==> src/hdl/bfp_pkg.sv <==
// Shared types for the bounded FIFO with purge: command codes, sequencer states, result control.
package bfp_pkg;

	typedef enum logic [1:0] {
		CMD_ENQ   = 2'd0,
		CMD_DEQ   = 2'd1,
		CMD_PURGE = 2'd2,
		CMD_NOP   = 2'd3
	} cmd_t;

	typedef enum logic [1:0] {
		ST_IDLE,
		ST_SCAN,
		ST_SHIFT
	} state_t;

	typedef struct packed {
		logic fin;
		logic done;
	} res_ctl_t;

endpackage

==> src/hdl/bfp_ram.sv <==
// Generic single-write, single-read RAM with a registered read port.
module bfp_ram #(
	parameter int WIDTH = 8,
	parameter int DEPTH = 16
) (
	input  logic                                     clk,
	input  logic                                     wr_en,
	input  logic [((DEPTH > 1) ? $clog2(DEPTH) : 1)-1:0] wr_addr,
	input  logic [WIDTH-1:0]                         wr_data,
	input  logic                                     rd_en,
	input  logic [((DEPTH > 1) ? $clog2(DEPTH) : 1)-1:0] rd_addr,
	output logic [WIDTH-1:0]                         rd_data
);

	logic [WIDTH-1:0] mem_q [DEPTH];

	always_ff @(posedge clk) begin
		if (wr_en) begin
			mem_q[wr_addr] <= wr_data;
		end
		if (rd_en) begin
			rd_data <= mem_q[rd_addr];
		end
	end

endmodule

==> src/hdl/bfp_ctrl.sv <==
// Sequencer that appends on enqueue and walks the slot RAM one entry a cycle for dequeue and purge.
module bfp_ctrl #(
	parameter int QUEUE_DEPTH = 16,
	parameter int ID_WIDTH    = 8
) (
	input  logic                                 clk,
	input  logic                                 arst_n,
	input  logic                                 start,
	input  bfp_pkg::cmd_t                        cmd,
	input  logic [ID_WIDTH-1:0]                  proc_in,
	output logic                                 busy,
	output bfp_pkg::res_ctl_t                    res_ctl,
	output logic [ID_WIDTH-1:0]                  res_got,
	output logic [$clog2(QUEUE_DEPTH + 1)-1:0]   res_fill
);

	import bfp_pkg::*;

	localparam int CW = $clog2(QUEUE_DEPTH + 1);
	localparam int AW = (QUEUE_DEPTH > 1) ? $clog2(QUEUE_DEPTH) : 1;

	state_t              state_q, state_d;
	cmd_t                cmd_q;
	logic [ID_WIDTH-1:0] id_q;
	logic [CW-1:0]       idx_q, idx_d;
	logic [CW-1:0]       fill_q, fill_d;
	logic [ID_WIDTH-1:0] got_q, got_d;
	logic                done_q, done_d;

	logic                wr_en, rd_en;
	logic [AW-1:0]       wr_addr, rd_addr;
	logic [ID_WIDTH-1:0] wr_data, rd_data;

	logic                accept, id_nz, can_enq, start_walk, hit, more1, more2;
	logic [CW-1:0]       idx_nx1, idx_nx2;

	bfp_ram #(
		.WIDTH(ID_WIDTH),
		.DEPTH(QUEUE_DEPTH)
	) u_ram (
		.clk    (clk),
		.wr_en  (wr_en),
		.wr_addr(wr_addr),
		.wr_data(wr_data),
		.rd_en  (rd_en),
		.rd_addr(rd_addr),
		.rd_data(rd_data)
	);

	assign busy       = (state_q != ST_IDLE);
	assign accept     = start && !busy;
	assign id_nz      = (proc_in != '0);
	assign can_enq    = id_nz && (fill_q < CW'(QUEUE_DEPTH));
	assign start_walk = accept && (fill_q != '0) &&
	                    ((cmd == CMD_DEQ) || ((cmd == CMD_PURGE) && id_nz));
	assign idx_nx1    = idx_q + CW'(1);
	assign idx_nx2    = idx_q + CW'(2);
	assign more1      = (idx_nx1 < fill_q);
	assign more2      = (idx_nx2 < fill_q);
	// The one comparator: a dequeue takes the head, a purge needs a matching identifier.
	assign hit        = (cmd_q == CMD_DEQ) || (rd_data == id_q);

	always_comb begin
		state_d = state_q;
		case (state_q)
			ST_IDLE: begin
				if (start_walk) begin
					state_d = ST_SCAN;
				end
			end
			ST_SCAN: begin
				state_d = more1 ? (hit ? ST_SHIFT : ST_SCAN) : ST_IDLE;
			end
			ST_SHIFT: begin
				state_d = more2 ? ST_SHIFT : ST_IDLE;
			end
			default: begin
				state_d = ST_IDLE;
			end
		endcase
	end

	always_comb begin
		wr_en        = 1'b0;
		wr_addr      = fill_q[AW-1:0];
		wr_data      = proc_in;
		rd_en        = 1'b0;
		rd_addr      = '0;
		res_ctl.fin  = 1'b0;
		res_ctl.done = 1'b0;
		got_d        = got_q;
		done_d       = done_q;
		fill_d       = fill_q;
		idx_d        = idx_q;
		case (state_q)
			ST_IDLE: begin
				if (accept) begin
					got_d  = '0;
					done_d = 1'b0;
					idx_d  = '0;
					if (start_walk) begin
						rd_en   = 1'b1;
						rd_addr = '0;
					end else begin
						res_ctl.fin = 1'b1;
						if ((cmd == CMD_ENQ) && can_enq) begin
							wr_en        = 1'b1;
							fill_d       = fill_q + CW'(1);
							res_ctl.done = 1'b1;
						end
					end
				end
			end
			ST_SCAN: begin
				if (hit) begin
					got_d  = rd_data;
					done_d = 1'b1;
					if (more1) begin
						// Keep idx_q on the gap and fetch its successor.
						rd_en   = 1'b1;
						rd_addr = idx_nx1[AW-1:0];
					end else begin
						fill_d       = fill_q - CW'(1);
						res_ctl.fin  = 1'b1;
						res_ctl.done = 1'b1;
					end
				end else if (more1) begin
					rd_en   = 1'b1;
					rd_addr = idx_nx1[AW-1:0];
					idx_d   = idx_nx1;
				end else begin
					res_ctl.fin = 1'b1;
				end
			end
			ST_SHIFT: begin
				wr_en   = 1'b1;
				wr_addr = idx_q[AW-1:0];
				wr_data = rd_data;
				idx_d   = idx_nx1;
				if (more2) begin
					rd_en   = 1'b1;
					rd_addr = idx_nx2[AW-1:0];
				end else begin
					fill_d       = fill_q - CW'(1);
					res_ctl.fin  = 1'b1;
					res_ctl.done = done_q;
				end
			end
			default: begin
				res_ctl.fin = 1'b0;
			end
		endcase
	end

	assign res_got  = got_d;
	assign res_fill = fill_d;

	always_ff @(posedge clk or negedge arst_n) begin
		if (!arst_n) begin
			state_q <= ST_IDLE;
			fill_q  <= '0;
		end else begin
			state_q <= state_d;
			fill_q  <= fill_d;
		end
	end

	always_ff @(posedge clk) begin
		if (accept) begin
			cmd_q <= cmd;
			id_q  <= proc_in;
		end
		idx_q  <= idx_d;
		got_q  <= got_d;
		done_q <= done_d;
	end

`ifndef SYNTHESIS
	a_fill_bound: assert property (@(posedge clk) disable iff (!arst_n)
		fill_q <= CW'(QUEUE_DEPTH))
		else $error("fill count above queue depth");

	a_idx_in_range: assert property (@(posedge clk) disable iff (!arst_n)
		(state_q == ST_SCAN || state_q == ST_SHIFT) |-> (idx_q < fill_q))
		else $error("walk index outside the held entries");

	a_enq_grows: assert property (@(posedge clk) disable iff (!arst_n)
		(accept && cmd == CMD_ENQ && can_enq) |=> (fill_q == $past(fill_q) + CW'(1)))
		else $error("stored enqueue did not grow the queue");

	a_remove_shrinks: assert property (@(posedge clk) disable iff (!arst_n)
		(busy && res_ctl.fin && res_ctl.done) |=> ((fill_q + CW'(1)) == $past(fill_q)))
		else $error("successful removal did not shrink the queue");

	a_walk_no_enq: assert property (@(posedge clk) disable iff (!arst_n)
		busy |-> (cmd_q == CMD_DEQ || cmd_q == CMD_PURGE))
		else $error("walk running for a command that needs none");
`endif

endmodule

==> src/hdl/bounded_fifo_with_purge_unit.sv <==
// Top level of the bounded FIFO with purge: sequencer, slot RAM and result register.
//
// Usage: a transaction is accepted at a rising edge where start is high and busy is low;
// cmd selects enqueue at the tail, dequeue of the head or purge of the first entry equal to
// proc_in. Identifier zero is never stored and never found; an enqueue into a full queue is
// dropped. Every accepted transaction yields exactly one result: strobe is high for one
// cycle with done_res, proc_out, count and is_empty, and the receiver cannot hold it off.
//
// Timing: an enqueue, and any transaction that needs no walk, completes in the cycle of acceptance; its result
// appears in the following cycle and busy does not rise. A dequeue or purge walks the slot
// RAM through its single read port, one slot per cycle, moving later entries forward over
// the removed one; busy stays high until the walk reaches the last held entry, and the result
// strobe rises in the same cycle that busy falls.
//
// Reset (arst_n low) empties the queue at once; slot contents are not cleared since only
// slots below the fill count are ever read.
module bounded_fifo_with_purge_unit #(
	parameter int QUEUE_DEPTH = 16,
	parameter int ID_WIDTH    = 8
) (
	input  logic                               clk,
	input  logic                               arst_n,
	input  logic                               start,
	output logic                               busy,
	input  logic [1:0]                         cmd,
	input  logic [ID_WIDTH-1:0]                proc_in,
	output logic                               strobe,
	output logic                               done_res,
	output logic [ID_WIDTH-1:0]                proc_out,
	output logic [$clog2(QUEUE_DEPTH + 1)-1:0] count,
	output logic                               is_empty
);

	import bfp_pkg::*;

	localparam int CW = $clog2(QUEUE_DEPTH + 1);

	res_ctl_t            res_ctl;
	logic [ID_WIDTH-1:0] res_got;
	logic [CW-1:0]       res_fill;

	logic                strobe_q, done_q;
	logic [ID_WIDTH-1:0] proc_out_q;
	logic [CW-1:0]       count_q;

	bfp_ctrl #(
		.QUEUE_DEPTH(QUEUE_DEPTH),
		.ID_WIDTH   (ID_WIDTH)
	) u_ctrl (
		.clk     (clk),
		.arst_n  (arst_n),
		.start   (start),
		.cmd     (cmd_t'(cmd)),
		.proc_in (proc_in),
		.busy    (busy),
		.res_ctl (res_ctl),
		.res_got (res_got),
		.res_fill(res_fill)
	);

	always_ff @(posedge clk or negedge arst_n) begin
		if (!arst_n) begin
			strobe_q <= 1'b0;
		end else begin
			strobe_q <= res_ctl.fin;
		end
	end

	// Payload is captured only when a transaction finishes, so it holds between results.
	always_ff @(posedge clk) begin
		if (res_ctl.fin) begin
			done_q     <= res_ctl.done;
			proc_out_q <= res_got;
			count_q    <= res_fill;
		end
	end

	assign strobe   = strobe_q;
	assign done_res = done_q;
	assign proc_out = proc_out_q;
	assign count    = count_q;
	assign is_empty = (count_q == '0);

endmodule
==> config.mk <==
export PLATFORM = sky130hd
export DESIGN_NAME = bounded_fifo_with_purge_unit
export DESIGN_NICKNAME = d
export VERILOG_FILES = /design/src/hdl/bfp_pkg.sv /design/src/hdl/bfp_ram.sv /design/src/hdl/bfp_ctrl.sv /design/src/hdl/bounded_fifo_with_purge_unit.sv
export SDC_FILE = /design/constraint.sdc
export NUM_CORES = 1
export LEC_CHECK = 0
export CORE_MARGIN = 3
export CORE_UTILIZATION = 40
export DETAILED_ROUTE_END_ITERATION = 8
export DONT_BUFFER_PORTS = 1
export PLACE_DENSITY = 0.53
export SETUP_SLACK_MARGIN = 0.4
export SYNTH_ARGS = -nofsm -noshare
export SYNTH_HDL_FRONTEND = slang
export SYNTH_SLANG_ARGS = --single-unit
==> constraint.sdc <==
create_clock -name clk -period 3.8 [get_ports clk]
set_input_delay 0.19 -clock clk [delete_from_list [all_inputs] [get_ports clk]]
set_output_delay 0.19 -clock clk [all_outputs]
set_load 0.005 [all_outputs]
======== Word level (Yosys, flattened, before mapping) ========
Memories as Yosys holds them, arrays and structs flattened. A register that Yosys moved wholly into a read port is not among the register bits.
Cells that the tools add are included.
W data, S select, Z words.
storage, ports and cells
  register bits after elaboration ......... 46
  bits in writable memories ............... 128
  input bits .............................. 13
  output and inout port bits .............. 17
  logic and storage cells ................. 96
  memories ................................ 1
memory list
  memory              depth  width  read ports  clocked after memory_dff  wr ports  line           text
  u_ctrl.u_ram.mem_q  16     8      1           1                         1         bfp_ram.sv:15  logic [WIDTH-1:0] mem_q [DEPTH];
cells by class
  add/subtract/negate cells ............... 4
  order comparisons ....................... 3
  equality and inequality tests ........... 11
  mux-type cells .......................... 47
  reduce and logical (&&, ||, !) cells .... 19
operator list
  kind                   count
  $mux W5                9
  $pmux W5 S3            2
  $mux W8                3
  $mux W2                8
  $pmux W8 S2            1
  $mux W1                14
  $mux W4                3
  $add A5 B1 Y5 const B  2
  $lt A5 B5 Y1           2
  $pmux W1 S3            3
  $eq A8 B8 Y1           1
  $ne A2 B1 Y1 const B   4
  $pmux W4 S2            1
  $reduce_bool A8 Y1     1
  $eq A2 B1 Y1 const B   3
  $logic_and A1 B1 Y1    6
  $pmux W2 S3            1
  $add A5 B2 Y5 const B  1
  $logic_not A5 Y1       1
  $lt A5 B5 Y1 const B   1
  $reduce_bool A5 Y1     1
  $sub A5 B1 Y5 const B  1
  $eq A2 B2 Y1 const B   2
  $logic_not A2 Y1       2
  other kinds (8)        11

======== Logic depth before layout (Yosys ltp) ========
Gate-level depths: netlist (run 1).
  depth in word-level cells ............... 10
  gate-level depth with buffers ........... 13
  mapped depth without buffers ............ 11

======== Modules after synthesis ========
Synthesis (run 1) repeated with hierarchy kept, for this count alone.
second synthesis, totals
  cell total of the unflattened synthesis .. 466
  area total of the unflattened synthesis .. 7845.0 sq um
by module, submodules not included
  module                        instances  cells an instance  area each (sq um)  sequential area each (sq um)
  bfp_ram                       1          229                5227.5             4083.9
  bfp_ctrl                      1          220                2160.8             815.8
  bounded_fifo_with_purge_unit  1          17                 456.7              445.4

======== Worst setup path after synthesis (run 1) ========
No wires, ideal clock.
  kind .................................... register to register
  from .................................... register u_ctrl.idx_q[0]
  to ...................................... register u_ctrl.u_ram.rd_data[3] (read register of u_ctrl.u_ram.mem_q) (data pin)
  library setup time ...................... 0.271 ns
  arrival time ............................ 2.860 ns
  required time ........................... 3.529 ns
  path slack .............................. 0.670 ns
  stages on the path, launching flop included .. 12
  buffers on the path ..................... 1
  clock period less this slack ............ 3.130 ns
  cells stage by stage .................... edfxtp_1 > ha_1 > xor2_1 > ha_1 > nand4_1 > a21oi_2 > nor3_4 > nor2_2 > buf_6 > mux2_2 > a222oi_1 > nand4_1
on the way
  longest elaborated chain between the ends .. 4
  elaborated cells between the ends (all ways) .. 10
  those cells by class .................... add/sub: 2; order compare: 2; mux: 6
RTL lines
  item                                               line                              text
  from (decl)                                        bfp_ctrl.sv:25                    logic [CW-1:0] idx_q, idx_d;
  from (signal assigned)                             bfp_ctrl.sv:173                   idx_q <= idx_d;
  $add A5 B1 Y5 (*)                                  bfp_ctrl.sv:56                    assign idx_nx1 = idx_q + CW'(1);
  named net u_ctrl.idx_nx1[2]                        bfp_ctrl.sv:35                    logic [CW-1:0] idx_nx1, idx_nx2;
  $lt A5 B5 Y1                                       bfp_ctrl.sv:58                    assign more1 = (idx_nx1 < fill_q);
  $mux W1 / $mux W4 (equally long branches)          bfp_ctrl.sv:118, bfp_ctrl.sv:127
  $pmux W1 S3 / $pmux W4 S2 (equally long branches)  bfp_ctrl.sv:95                    case (state_q)
  to (decl)                                          bfp_ram.sv:12                     output logic [WIDTH-1:0] rd_data
The timed path passes the listed nets; every way through them passes the cells marked *.
A chain may end at the register's enable or synchronous reset.

======== Final worst setup path (run 1) ========
  from .................................... register u_ctrl.idx_q[1]
  to ...................................... register u_ctrl.u_ram.rd_data[5] (read register of u_ctrl.u_ram.mem_q) (data pin)
on the way
  longest elaborated chain between the ends .. 4
  elaborated cells between the ends (all ways) .. 10
  those cells by class .................... add/sub: 2; order compare: 2; mux: 6
RTL lines
  item                                                   line                            text
  $add A5 B2 Y5 / $add A5 B1 Y5 (equally long branches)  bfp_ctrl.sv:57, bfp_ctrl.sv:56
  $lt A5 B5 Y1, on equally long branches                 bfp_ctrl.sv:59, bfp_ctrl.sv:58
  $mux W1 (tied with other cells)                        bfp_ctrl.sv:140                 if (more2) begin
  $pmux W1 S3 / $pmux W4 S2 (equally long branches)      bfp_ctrl.sv:95
Several ways; a longest one is shown, not always the timed one.

==> flow_results.org, run 1 <==
** Clock network
- Clock-pin slew reported for the worst setup and hold paths after clock tree synthesis :: 0.07 ns
- Clock root buffer :: clkbuf_16
- The H-tree was split into 4 levels.
- Clock Sinks :: 182
- Clock latency reported for the late side of the worst-skew pair :: 0.43 ns
- TritonCTS built the clock tree.
- CTS Buf Count :: 17
- The longest clock path from root to sink contains 2 buffers.

** Timing
- Max-slew headroom at the worst pin :: 0.452
- Summed negative setup slack over all endpoints :: 0 ns
- Across all hold checks on the routed design, the worst slack comes to 0.104 ns.
- The number of failing hold endpoints at the final stage is 0.
- Pin slew with the least headroom to its limit :: 0.822 ns
- The clock period could shrink to 3.49 ns.
- Final Max Tran Viols :: 0
- Setup repair after global routing could not meet its margin everywhere.
- Final Skew :: 0.00858 ns
- Setup violations remaining at the end of the flow were counted as 0.
- Timing would allow up to 0.286 GHz.
- In the finished design, the share of the clock period the worst path needs comes to 0.919.

** Die
- The initialized floorplan defines 51 standard-cell rows.
- Die ar. :: 21800 µm²
- I/O pin count :: 30
- Die height :: 148 µm
- Core area :: 19600 µm²
- Die span in x :: 148 µm
- Starting utilization of the core area :: 0.409

** Pwr
- VDD sags by at most 0.291 mV.
- Total power density per cell area :: 755 nW/µm²
- For this design the static power due to leakage is 3.38 nW.

** Critical path
- Number of buffers and inverters on the critical path :: 5
- Critical Path Max Stage Delay :: 0.50 ns
- Endpoint arrival time on the critical path :: 3.64 ns
- The slowest stage of the critical path is the edfxtp_1 cell.
- Worst path cell trace :: buf_6 -> nand3_2 -> xnor2_1 -> ha_1 -> a21oi_2 -> o21ai_2 -> buf_6 -> nor4b_4 -> buf_4 -> o21ai_4 -> buf_12 -> buf_12 -> mux2_2 -> a222oi_1 -> nand4_1
- Grouping stages by cell kind, the critical path spends the most delay in compound AO/OA/AOI/OAI gates.
- STA classifies the critical path startpoint as a flip-flop.
- The critical path crosses 15 cells after its start point.
- Length in cells of the worst reg-to-reg path :: 15
- The critical path is of the reg -> reg type.
- Worst EP required :: 3.95 ns
- Of all nets on the critical path, the largest fanout is 10.
- The worst setup path is captured at a flip-flop.

** Synthesis
- Sequential element share of the synthesized area :: 0.667
- Library cells used by synthesis :: 71
- Post-Synthesis Cell Area :: 8020 µm²
- The most used flip-flop cell after synthesis is edfxtp_1.
- Number of enable-type register cells in the synthesized netlist :: 166
- Net count after synthesis :: 561
- Mean Syn Cell Area :: 15.1 µm²
- During synthesis, Yosys emitted a total of 0 warnings.
- Total of flip-flops plus latches after synthesis :: 182
- In the synthesized netlist the async set-or-reset flop fraction comes to 0.0440.
- In the synthesized netlist, the number of instances is 532.

** Placed design
- In this run, placement finished with an instance count of 796.
- Detailed-placement wirelength estimate :: 12.9 mm
- Number of input and output port buffers inserted :: 0
- At the end of routability-driven placement, the weighted congestion stood at 0.860.

** Routing
- Summing over every cut layer, the via total after detailed routing is 4869.
- Summed over all layers, the routed wires come to 19.4 mm.
- Using the TritonRoute via totals, the vias-per-cell ratio works out to 5.64.
- Violation count after the first detailed-route iteration :: 447
- The detail route stage leaves a number of antenna-violating nets equal to 0.
- For this run, the detailed router's first-pass iteration total came to 6.
- After detailed routing, the number of remaining DRC violations is 0.
- Dividing the detail-routed wire length by the instance count gives 22.5 µm.

** Global routing
- For this run, the total global-route usage over all layers was measured as 0.181.
- The number of antenna violations at the first check in global routing is 0.
- The via count of the first global-routing pass came to 4740.
- Entering global routing, the biggest net connects 33 pins.
- Global-route wire length before repair :: 29.5 mm
- Congestion Overflow GR :: 0

** Outcome
- Run status :: complete, no violations

** Layout
- Summing all multi-input logic gate instances after layout gives 2690 µm².
- Post-layout nets :: 615
- Antenna cell count :: 0
- Excluding fillers, the count of instances in the completed layout stands at 864.
- Of the cells placed in the final design, the portion with a size suffix greater than 1 is 0.275.
- Across the whole layout, storage elements account for 5350 µm².
- After filler insertion, the fill cell instance count of the layout stands at 1682.
- Synth-to-layout area growth :: 19.1%

** Flow run
- The tool flagged a number of max-cap violations equal to 0.

** Hold path
- Class of the most critical hold timing path :: in -> async
timing repair:
item / CTS / global route
gates cloned: 0 / 1
hold buffers: 11 / 0
setup buffers: 10 / 14
resized for setup: 6 / 26
endpoints found under the setup margin: 17 / 17
pin swaps: 7 / 13
endpoints found under the hold margin: 18 / 0
synth_stat cells (6+ instances only):
cell / instances / share of area
a21oi_1: 13 / 0.0081
a222oi_1: 8 / 0.010
a22o_1: 6 / 0.0066
a22oi_1: 9 / 0.0084
clkbuf_1: 8 / 0.0037
dfrtp_1: 8 / 0.025
dfxtp_1: 8 / 0.020
edfxtp_1: 166 / 0.62
ha_1: 16 / 0.025
inv_1: 13 / 0.0061
mux2_2: 54 / 0.076
mux2i_1: 20 / 0.025
nand2_1: 26 / 0.012
nand3_1: 12 / 0.0075
nand4_1: 12 / 0.0094
nor2_1: 28 / 0.013
nor3_1: 7 / 0.0044
o21ai_0: 10 / 0.0062
o22a_1: 8 / 0.0087
xor2_1: 10 / 0.011
sequential cells by signal (all words and copies together), names as in the netlist:
name                  count
u_ctrl.u_ram.mem_q      128
proc_out                  8
u_ctrl.got_q              8
u_ctrl.id_q               8
u_ctrl.u_ram.rd_data      8
count                     5
u_ctrl.fill_q             5
u_ctrl.idx_q              5
u_ctrl.cmd_q              2
u_ctrl.state_q            2
done_res                  1
strobe                    1
u_ctrl.done_q             1
final timing paths:
check	slack, ns	start	end
worst max register to register	0.31	u_ctrl.idx_q[1]	u_ctrl.u_ram.rd_data[5]
max in group asynchronous	3.44	arst_n	u_ctrl.fill_q[1]
min in group clk	0.12	start	u_ctrl.cmd_q[1]
worst max-delay path	0.31	u_ctrl.idx_q[1]	u_ctrl.u_ram.rd_data[5]
worst min register to register	0.47	u_ctrl.got_q[3]	u_ctrl.got_q[3]
worst min-delay path	0.10	arst_n	u_ctrl.state_q[1]
report_power, final:
| group | total, mW | switching (mW) | internal (mW) |
|---|---|---|---|
| sequential | 2.85 | 0.223 | 2.63 |
| combinational | 2.62 | 1.47 | 1.15 |
| clock | 1.74 | 0.809 | 0.930 |
| total | 7.21 | 2.50 | 4.71 |
per-layer routing:
metal / wire length (µm) / GRT usage / up-vias
li1: - / - / 2200
met1: 8800 / 0.260 / 2466
met2: 9270 / 0.280 / 183
met3: 1080 / 0.0380 / 20
met4: 271 / 0.0513 / 0
met5: 0 / 0 / -
logic make-up (layout without fill, tap and decap cells):
family | after synthesis | after routing | share of synthesized area
flops | 182 | 182 | 0.667
simple gates | 115 | 115 | 0.0787
compound gates | 91 | 91 | 0.0871
mux | 78 | 78 | 0.107
buf+inv | 35 | 102 | 0.0195
fa+ha+maj | 16 | 16 | 0.0250
xor+xnor | 15 | 15 | 0.0164
area by class of cell:
cell class                      count  area share
Sequential cell                   182       0.560
Multi-Input combinational cell    315       0.282
Timing Repair Buffer               56      0.0569
Clock buffer                       17      0.0445
Tap cell                          265      0.0347
Clock inverter                     15      0.0170
Inverter                           14     0.00550
placed cells by master (no fill, tap or decap), drive strengths merged, types with 9 or more instances in the layout:
cell type	instances
xor2	10
edfxtp	166
mux2	57
nand2	27
nor3	9
nand4	12
nand3	12
a21oi	15
o21ai	12
a22oi	9
clkbuf	18
ha	16
dlygate4sd3	11
mux2i	21
inv	20
nor2	29
buf	44
through the flow:
stage          setup WS, ns  instance area (µm²)   util  power [mW]
6_report              0.309                 9550  0.488        7.21
5_1_grt               0.206                 9550  0.488        7.58
4_1_cts               0.412                 9240  0.472        6.86
3_5_place_dp          0.225                 8430  0.430        4.99
3_3_place_gp          0.272                 8430  0.430        4.95
2_1_floorplan         0.670                 8020      -        4.31
worst reg2reg max path: cells and delay by family, from the launching register on:
kind                       cells  cell delay [ns]
buffers and inverters          5             0.78
AOI/OAI and AO/OA              4             0.78
DFF                            1             0.50
and+or+nand+nor                3             0.44
adders and majority gates      1             0.33
muxes                          1             0.27
xor gates and xnor gates       1             0.13
No activity file was read; power rests on OpenSTA's default activity.
==> run 2: changes to the inputs <==
GPL_ROUTABILITY_DRIVEN = 0   (was default)
SLEW_MARGIN = 20   (was default)
clock period = 4.35 ns   (was 3.8 ns; I/O delays follow)
==> run 2 against run 1 <==
Final cell count shrank 3.6%; first-iteration DRC count shrank 22%; clock skew grew 0.0073 ns; worst setup slack gained 0.31 ns; sequential cell count is the same; sequential share of layout area grew 3.0 points; clock power shrank 14%.
==> flow_results.org, run 2 (synthesis gave the netlist of run 1 again) <==
** Clock network
- Clock latency reported for the late side of the worst-skew pair :: 0.44 ns
- Max Root-Sink Buffers :: 2
- The root buffer cell chosen for the clock tree is clkbuf_16.
- H-tree depth :: 4
- The clock drives 182 sinks.
- TritonCTS built the clock tree.
- After clock tree synthesis, the clock-pin slew on the worst setup and hold paths is 0.07 ns.
- TritonCTS created 17 clock buffers.

** Timing
- Final Skew :: 0.0158 ns
- Max-slew headroom at the worst pin :: 0.450
- F_max :: 0.268 GHz
- The smallest clock period supported by the final layout is computed as 3.73 ns.
- At the pin with the least slew margin, the transition time is 0.821 ns.
- Setup repair after global routing left no endpoint under its margin.
- Setup violations remaining at the end of the flow were counted as 0.
- For the final routed database, the setup TNS stands at 0 ns.
- Setup slack on the critical path of the routed design comes to 0.622 ns.
- The number of pins exceeding their max-slew limit in the final report was 0.
- The number of failing hold endpoints at the final stage came to 0.
- Across all hold checks on the routed design, the worst slack comes to 0.110 ns.
- Dividing the final minimum period by the clock period gives 0.857.

** Die
- For this configuration, the core starts out at a cell density of 0.409.
- After floorplanning, the core was divided into 51 placement rows.
- 30 I/O pins were placed.
- From bottom edge to top edge, the die measures 148 µm.
- From left edge to right edge, the die measures 148 µm.
- Core area :: 19600 µm²
- Die ar. :: 21800 µm²

** Global routing
- Most Used Layer, Global Route :: met2
- The first global-routing pass estimated 28.5 mm of wire.
- Global routing finished with a remaining overflow of 0.
- Number of global-route vias before repair :: 4678
- Pin count of the biggest net entering global routing :: 33
- Global-route total usage across every layer :: 0.176
- Antenna violations before repair :: 0
- For met2 alone, demand over resource in global routing was 0.269.
- In the global route stage, met3 resource usage came out at 0.0294.
- For met1 alone, demand over resource in global routing was 0.257.

** Layout
- Count of filler cells inserted in the layout :: 1718
- For this run, the share of the core covered by cells in the final layout is 0.463.
- Largest register by flop count :: u_ctrl.u_ram.mem_q
- The area growth from synthesis to layout is 13.1%.
- Post-layout nets :: 584
- Most common library cell in the layout ignoring fill and taps :: edfxtp_1
- 0 antenna diodes ended up in the layout.
- Share of cells above drive strength 1 :: 0.206
- Post-route cell area :: 9070 µm²
- Area taken by flip-flops and latches :: 5350 µm²
- Commonest cells after routing, fill and taps aside :: edfxtp_1, mux2_2, nor2_1
- Summing all multi-input logic gate instances after layout gives 2530 µm².
- Non-filler cells, final :: 833
- Flip-flop count of the largest register after layout :: 128

** Critical path
- Worst path cell trace :: inv_1 -> ha_1 -> nand4_1 -> a21oi_4 -> nor3_4 -> o21ai_2 -> buf_8 -> mux2_2 -> a222oi_1 -> nand4_1
- Endpoint arrival time on the critical path :: 3.88 ns
- STA classifies the critical path endpoint as a flip-flop.
- Maximum fanout count along the critical path :: 32
- Length in cells of the worst reg-to-reg path :: 10
- Worst reg2reg setup slack :: 0.62 ns
- Tracing the worst setup path back leads to its startpoint at u_ctrl.fill_q[2].
- Slowest cell on crit path :: a222oi_1
- At the worst endpoint, the required time is 4.50 ns.
- Kind of critical path :: reg -> reg
- In this run the worst setup path terminates at u_ctrl.u_ram.rd_data[7].
- The worst setup path is launched from a flip-flop.
- In this run the critical register-to-register path is captured at u_ctrl.u_ram.rd_data[7].
- Startpoint of the most critical register-to-register path :: u_ctrl.fill_q[2]
- Critical Path Max Stage Delay :: 0.64 ns
- In this design, the critical path's most frequently occurring cell is nand4_1.

** Placed design
- Area after detailed placement :: 8310 µm²
- Detailed-placement wirelength estimate :: 12.6 mm
- Worst slack after detailed placement :: 0.397 ns
- After detailed placement, the design holds a cell count of 784.
- Number of input and output port buffers inserted :: 0

** Routing
- After detailed routing, the number of remaining DRC violations is 0.
- Using the TritonRoute via totals, the vias-per-cell ratio works out to 5.63.
- Violation count after the first detailed-route iteration :: 348
- Final antenna-violating net count :: 0
- Drt total wl :: 18.6 mm
- Total vias in the final route :: 4691
- Dividing the detail-routed wire length by the instance count gives 22.3 µm.
- For this run, the detailed router's first-pass iteration total came to 5.

** Pwr
- Across the VDD grid, the largest voltage drop is 0.241 mV.
- Total power density per cell area :: 643 nW/µm²
- Sum of internal, switching and leakage power :: 5.83 mW
- For this design the static power due to leakage is 3.14 nW.

** Hold path
- The path class of the tightest hold or removal check is in -> reg.
- Min-Delay Startpoint :: start

** Outcome
- The run finished with clean final reports.

** Flow run
- The tool flagged a number of max-cap violations equal to 0.
## run 2: cell types whose count changed in the layout (fill, tap and decap cells not counted), moves of 3 or more
cell | before | now
ha_1 | 12 | 16
buf_6 | 4 | 0
buf_4 | 35 | 13
ha_4 | 4 | 0
inv_8 | 3 | 6
buf_12 | 5 | 0
## run 2: repair_timing
action,CTS,global route
endpoints found under the setup margin,1,7
hold endpoints to repair,18,0
setup buffers,0,6
resized for setup,1,4
pin swaps,1,2
hold buffers,11,0
## run 2: worst min-delay path by stage
stage,end,slack [ns],depth (start not counted)
after detailed placement,u_ctrl.fill_q[2],-0.08,0
after global routing,u_ctrl.got_q[1],0.14,3
final,u_ctrl.got_q[1],0.11,3
after global placement,u_ctrl.fill_q[3],-0.08,0
after floorplan,strobe,-0.08,0
after CTS,u_ctrl.got_q[1],0.10,3
## run 2: power by group
| group | total [mW] | leakage [nW] | switching [mW] | internal (mW) |
|---|---|---|---|---|
| Combinational | 1.83 | 1.16 | 1.13 | 0.700 |
| Sequential | 2.51 | 1.69 | 0.210 | 2.30 |
| Clock | 1.49 | 0.287 | 0.719 | 0.772 |
## run 2: critical path: cells and delay by family (launching register included)
family	cells	cell delay, ns
compound gates	3	1.10
fa+ha+maj	1	0.38
buf+inv	2	0.53
flops	1	0.60
mux	1	0.37
simple gates	3	0.46
## run 2: area by class of cell
cell class	count	area share
flip-flops and latches	182	0.589
multi-input cells	315	0.279
clock buffers	18	0.0473
well taps	265	0.0366
repair buffers	25	0.0246
clock inverters	14	0.0168
inverters	14	0.00580
## run 2: routing by layer
layer	routed length [µm]	vias to the layer above
met5	0	-
met4	364	0
met3	837	23
met2	8540	149
met1	8840	2374
li1	-	2145
